File: src/rtl/core/ssum_pkg.sv
`default_nettype none
// ----------------------------------------------------------------------------
// ssum_pkg: shared types and helpers for the sorted segment sum unit
// Field widths, row modes, the result record and the saturating add.
// ----------------------------------------------------------------------------
package ssum_pkg;

	localparam int MAX_COLUMNS = 256;
	localparam int ID_W        = 16;
	localparam int VAL_W       = 32;
	localparam int COL_W       = $clog2(MAX_COLUMNS);
	localparam int RL_W        = COL_W + 1;

	typedef logic [ID_W-1:0]         seg_id_t;
	typedef logic signed [VAL_W-1:0] q16_t;
	typedef logic [COL_W-1:0]        col_t;
	typedef logic [RL_W-1:0]         row_len_t;

	// Row mode, chosen at column 0 and held for the whole row
	typedef enum logic [1:0] {
		MODE_NEW      = 2'd0,
		MODE_ADD      = 2'd1,
		MODE_DROP_ERR = 2'd2,
		MODE_DROP     = 2'd3
	} row_mode_t;

	// One result transaction
	typedef struct packed {
		logic    write_enable;
		seg_id_t out_segment;
		col_t    out_column;
		q16_t    sum_value;
		logic    order_error;
		logic    row_end;
	} result_t;

	// Column sum write request
	typedef struct packed {
		logic en;
		col_t addr;
		q16_t data;
	} sum_wr_t;

	// Add with clamp to the signed range instead of wrapping
	function automatic q16_t sat_add(input q16_t a, input q16_t b);
		logic signed [VAL_W:0] s;
		q16_t                  r;
		s = {a[VAL_W-1], a} + {b[VAL_W-1], b};
		if (s[VAL_W] != s[VAL_W-1]) begin
			r = s[VAL_W] ? {1'b1, {(VAL_W-1){1'b0}}} : {1'b0, {(VAL_W-1){1'b1}}};
		end else begin
			r = s[VAL_W-1:0];
		end
		return r;
	endfunction

endpackage
`default_nettype wire

File: src/rtl/core/ssum_accum.sv
`default_nettype none
// ----------------------------------------------------------------------------
// ssum_accum: row mode decision and column accumulate
// Picks the row mode at column 0, forms the running sum, holds segment state.
// ----------------------------------------------------------------------------
module ssum_accum (
	input  wire logic              clk,
	input  wire logic              arst_n,
	input  wire logic              commit,
	input  wire ssum_pkg::seg_id_t segment_id,
	input  wire ssum_pkg::q16_t    value,
	input  wire ssum_pkg::col_t    column,
	input  wire logic              last,
	input  wire ssum_pkg::q16_t    old_sum,
	output ssum_pkg::sum_wr_t      wr,
	output ssum_pkg::result_t      res
);

	ssum_pkg::seg_id_t   cur_seg_q;
	logic                seg_valid_q;
	ssum_pkg::row_mode_t row_mode_q;

	ssum_pkg::row_mode_t mode_now;
	ssum_pkg::seg_id_t   seg_now;
	logic                keep;
	ssum_pkg::q16_t      sum;

	always_comb begin
		mode_now = row_mode_q;
		seg_now  = cur_seg_q;
		if (column == '0) begin
			if (!seg_valid_q || segment_id > cur_seg_q) begin
				mode_now = ssum_pkg::MODE_NEW;
				seg_now  = segment_id;
			end else if (segment_id == cur_seg_q) begin
				// stay dropped until a higher id shows up
				mode_now = (row_mode_q == ssum_pkg::MODE_DROP_ERR ||
					row_mode_q == ssum_pkg::MODE_DROP) ? ssum_pkg::MODE_DROP
					: ssum_pkg::MODE_ADD;
			end else begin
				mode_now = ssum_pkg::MODE_DROP_ERR;
			end
		end
		keep = (mode_now == ssum_pkg::MODE_NEW) || (mode_now == ssum_pkg::MODE_ADD);
		sum  = (mode_now == ssum_pkg::MODE_NEW) ? value : ssum_pkg::sat_add(old_sum, value);

		wr.en   = commit && keep;
		wr.addr = column;
		wr.data = sum;

		res.write_enable = keep;
		res.out_segment  = keep ? seg_now : segment_id;
		res.out_column   = column;
		res.sum_value    = keep ? sum : '0;
		res.order_error  = (mode_now == ssum_pkg::MODE_DROP_ERR);
		res.row_end      = last;
	end

	always_ff @(posedge clk or negedge arst_n) begin
		if (!arst_n) begin
			cur_seg_q   <= '0;
			seg_valid_q <= 1'b0;
			row_mode_q  <= ssum_pkg::MODE_NEW;
		end else if (commit) begin
			cur_seg_q  <= seg_now;
			row_mode_q <= mode_now;
			if (mode_now == ssum_pkg::MODE_NEW) begin
				seg_valid_q <= 1'b1;
			end
		end
	end

endmodule
`default_nettype wire

File: config.mk
export PLATFORM = sky130hd
export DESIGN_NAME = ssum_accum
export DESIGN_NICKNAME = d
export VERILOG_FILES = /design/src/rtl/core/ssum_pkg.sv /design/src/rtl/core/ssum_accum.sv
export SDC_FILE = /design/constraint.sdc
export NUM_CORES = 1
export LEC_CHECK = 0
export ABC_AREA = 1
export BUFFER_PORTS_ARGS = -buffer_cell sky130_fd_sc_hd__buf_2
export CAP_MARGIN = 30
export CORE_MARGIN = 4
export CORE_UTILIZATION = 35
export CTS_CLUSTER_DIAMETER = 200
export DETAILED_ROUTE_END_ITERATION = 12
export GPL_TIMING_DRIVEN = 0
export PLACE_DENSITY = 0.7
export SLEW_MARGIN = 5
export SYNTH_ARGS = -nofsm -noshare
export SYNTH_HDL_FRONTEND = slang
export SYNTH_SLANG_ARGS = --single-unit
File: constraint.sdc
create_clock -name clk -period 5.8 [get_ports clk]
set_input_delay 1.16 -clock clk [delete_from_list [all_inputs] [get_ports clk]]
set_output_delay 1.16 -clock clk [all_outputs]
set_load 0.05 [all_outputs]
=== Yosys cells after proc, flatten, opt, wreduce, memory -nomap -nowiden ===
Index checks and enable logic that the tools add are counted.

* Add/subtract/negate cells: 1
* Order comparisons: 1
* Equal/unequal tests: 6
* Multiplexer cells: 11
* Reduce and logical (&&, ||, !) cells: 8

{| class="wikitable"
|+ Operator list
! cell !! number
|-
| 32-bit 2-to-1 mux || 4
|-
| 16-bit 2-to-1 mux || 3
|-
| 32-bit by 32-bit adder with 33-bit output || 1
|-
| 16-bit == test || 1
|-
| 16-bit greater-than comparator || 1
|-
| 8-bit zero test || 1
|-
| 2-bit 2-to-1 mux || 4
|-
| 2-bit == test, second input constant || 3
|-
| 1-bit logical OR || 3
|-
| 2-bit by 1-bit == test with 1-bit output, second input constant || 1
|-
| 2-bit zero test || 1
|-
| 2-bit AND reduction || 1
|-
| 1-bit logical AND || 1
|-
| 1-bit zero test || 1
|-
| 1-bit inequality test || 1
|}

* Flip-flop bits (word level): 19
* Input bits: 92
* Output and inout bits: 100
* Word-level logic and storage cells: 30

=== Logic depth before layout (Yosys ltp) ===
* Depth in word-level cells: 9
* Mapped depth: 21
* Gate-level depth less buffers: 20

=== Least setup slack after synthesis ===
OpenSTA, ideal clock, no wires.

* Kind: input to output
* From: input port segment_id[11]
* To: output port res[47] in the netlist's numbering
* Arrival time: 3.558 ns
* Required time: 4.640 ns
* Setup slack: 1.082 ns
* Cell stages on the path: 14
* Path buffers: 1
* Cells stage by stage: ha_1 nand2_1 inv_1 nand2_1 nor3_2 nand3_1 nand2_1 inv_1 nand2_1 nand2_1 clkbuf_1 nor2_1 a21oi_1 o21ai_0

{| class="wikitable"
|+ RTL lines
! what !! line !! text
|-
| from (decl) || ssum_accum.sv:10 || <nowiki>input wire ssum_pkg::seg_id_t segment_id,</nowiki>
|-
| to (decl) || ssum_accum.sv:16 || <nowiki>output ssum_pkg::result_t res</nowiki>
|}

==> flow_metrics.env <==
export IMPL_ys_seq_elements=19
export IMPL_antenna_cells=0
export IMPL_cp_slowest_cell="fa_1"
export IMPL_synth_area_per_cell_um2=5.605
export IMPL_ctsHoldBuffers=0
export IMPL_die_w_um=127.4
export IMPL_fp_dieH_um=127.4
export IMPL_dpl_hpwl_mm=13.57
export IMPL_fin_skew_ns=0.001983
export IMPL_ir_worst_vdd_mv=0.1141
export IMPL_dr_pass1_iters=6
export IMPL_grt_max_degree=20
export IMPL_yosys_warnings=0
export IMPL_drv_slew=0
export IMPL_cts_num_sinks=19
export IMPL_rows=43
export IMPL_crit_chain="buf_2, ha_1, inv_1, fa_1, inv_1, nand2_1, nand2_1, nand3_1, nand2_2, nand2_1, nand2_2, nand2_2, nand3_1, nand2_1, nand2_2, buf_2, nand3_1, nand2_2, nand2_2, nor2_2, buf_2"
export IMPL_drc=0
export IMPL_worst_slew_pin_slew_ns=0.5072
export IMPL_crit_fanout=10
export IMPL_grt_antenna_before_repair=0
export IMPL_criticalPathCategory="in2out"
export IMPL_h_tree_depth=1
export IMPL_min_path_cells=2
export IMPL_drive_gt1_share_pct=33.67
export IMPL_vias=5888
export IMPL_fmax_ghz=0.2032
export IMPL_first_global_vias=5686
export IMPL_vias_per_cell=4.658
export IMPL_seq_area_frac_synth_pct=9.531
export IMPL_cts_max_path_buffers=2
export IMPL_worstPathRequired_ns=4.64
export IMPL_leakagePower_uw=0.003748
export IMPL_hp_class="reg2reg"
export IMPL_insertion_delay_ns=0.25
export IMPL_worst_path_largest_cell_delay_ns=0.38
export IMPL_die_area_um2=16230
export IMPL_synth_cell_types=32
export IMPL_grt_pass1_wl_mm=25.88
export IMPL_clk_pin_slew_ns=0.06
export IMPL_fin_cells=1264
export IMPL_io_buffers=190
export IMPL_rsz0062_at_grt="false"
export IMPL_synth_area_um2=4989
export IMPL_hold_start="seg_valid_q"
export IMPL_cts_made_buffers=3
export IMPL_cts_resized=0
export IMPL_overflow=0
export IMPL_syn_to_final_growth_pct=25.18
export IMPL_initial_core_util_pct=35.80
export IMPL_setup_tns_final_ns=0
export IMPL_detail_route_antenna_nets=0
export IMPL_timing_slew_headroom_pct=66.18
export IMPL_gp_congestion=0.9345
export IMPL_power_density_nw_per_um2=245.7
export IMPL_root_buffer="clkbuf_16"
export IMPL_gr_usage_all_layers_pct=19.04
export IMPL_critPathLaunchType="primary input"
export IMPL_post_route_period_util_pct=84.84
export IMPL_dr_first_iter_drc_count=341
export IMPL_maxCapViolCount=0
export IMPL_wl_mm=15.89
export IMPL_setup_viol=0
export IMPL_reg2reg_depth=14
export IMPL_cts_tree="yes"
export IMPL_status="finished clean"
export IMPL_finalHoldViolations=0
export IMPL_cp_end_kind="output port"
export IMPL_place_inst=1260
export IMPL_fp_coreArea_um2=13930
export IMPL_io_pins=192
export IMPL_timing_rr_start="cur_seg_q[11]"
export IMPL_critPathArrivalTime_ns=3.76
export IMPL_crit_top_cell="nand2_2"
export IMPL_post_route_min_period_ns=4.921
export IMPL_cp_startpoint="value[0]"
export IMPL_nets=1226
export IMPL_post_drt_wl_per_cell_um=12.57
export IMPL_synth_fp_nets=1031
export IMPL_postCtsSetupBuffers=0
export IMPL_synth_cells=890
[power by group]
part | internal, uW | switching (uW)
clock network | 92.6 | 53.6
registers | 153 | 10.0
logic | 339 | 886
[critical path: cells and delay by family]
family	cells	cell delay, ns
AND/OR/NAND/NOR	14	1.30
buffers and inverters	5	0.76
adder cells (fa/ha/maj)	2	0.55
[metal layers]
layer	vias to the layer above	share of wire [%]	GRT usage (%)
li1	3122	-	-
met1	2562	45	24.78
met2	190	48	34.56
met3	14	6.5	1.923
met4	0	0.91	2.902
met5	-	0	0
[sequential cells by signal (all words and copies together), names as in the netlist]
register	cells
seg_valid_q	1
row_mode_q	2
cur_seg_q	16
[cells in the final DEF (no fill, tap or decap), drive strengths merged]
master,instances
inv,136
nand4,6
ha,48
a21oi,56
or2,33
buf,219
o21bai,8
clkbuf,13
o21a,1
o21ai,48
clkinv,2
nand2,322
nor3,7
and2,2
fa,1
nand3,40
nor2,106
dfrtp,19
xor2,14
xnor2,3
[worst paths after layout]
path | endpoint | slack, ns
max | res[24] | 0.88
min | seg_valid_q | 0.46
max reg2reg | cur_seg_q[8] | 3.43
min reg2reg | seg_valid_q | 0.46
max in group asynchronous | row_mode_q[0] | 4.63
min in group asynchronous | cur_seg_q[6] | 0.85
[cells by family (layout without fill, tap and decap cells)]
kind of cell             after synthesis  after routing  share of synthesized area (%)
XOR/XNOR                              17             17                          2.985
flip-flops                            19             19                          9.531
AO/OA/AOI/OAI                        113            113                          11.94
buffers and inverters                176            370                          15.32
AND/OR/NAND/NOR                      516            516                          47.78
adder cells (fa/ha/maj)               49             49                          12.44
[stage by stage]
step	utilization [%]	area, um2	hold slack [ns]	total power [uW]	setup slack [ns]
2_1_floorplan	-	4989	0.4274	1118	1.082
3_3_place_gp	44.24	6165	0.4420	1389	0.8513
3_5_place_dp	44.24	6165	0.4513	1396	0.8465
4_1_cts	44.81	6245	0.4656	1548	0.8474
5_1_grt	44.81	6245	0.5127	1665	0.6012
6_report	44.81	6245	0.4598	1534	0.8793
[cells in the mapped netlist, drive strengths merged]
master / count / share of area (%)
xor2: 14 / 2.5
nand4: 6 / 0.75
or2: 33 / 4.1
o21ai: 48 / 4.8
buf: 29 / 4.2
and2: 2 / 0.25
a21oi: 56 / 5.8
clkbuf: 10 / 0.78
dfrtp: 19 / 9.5
nand3: 40 / 4.1
fa: 1 / 0.40
ha: 48 / 12
o21bai: 8 / 1.2
nor2: 106 / 9.5
inv: 136 / 10
nor3: 7 / 0.80
xnor2: 3 / 0.53
nand2: 322 / 28
clkinv: 1 / 0.075
o21a: 1 / 0.15
[area by class of cell]
| type | instances | area [um2] |
|---|---|---|
| Buffer | 39 | 247.7 |
| Clock inverter | 1 | 5.005 |
| Tap cell | 180 | 225.2 |
| Clock buffer | 3 | 75.07 |
| Sequential cell | 19 | 475.5 |
| Fill cell | 1544 | 7690 |
| Inverter | 137 | 516.7 |
| Timing Repair Buffer | 190 | 950.9 |
| Multi-Input combinational cell | 695 | 3749 |
Note: power is estimated with default switching activity, not from simulation.
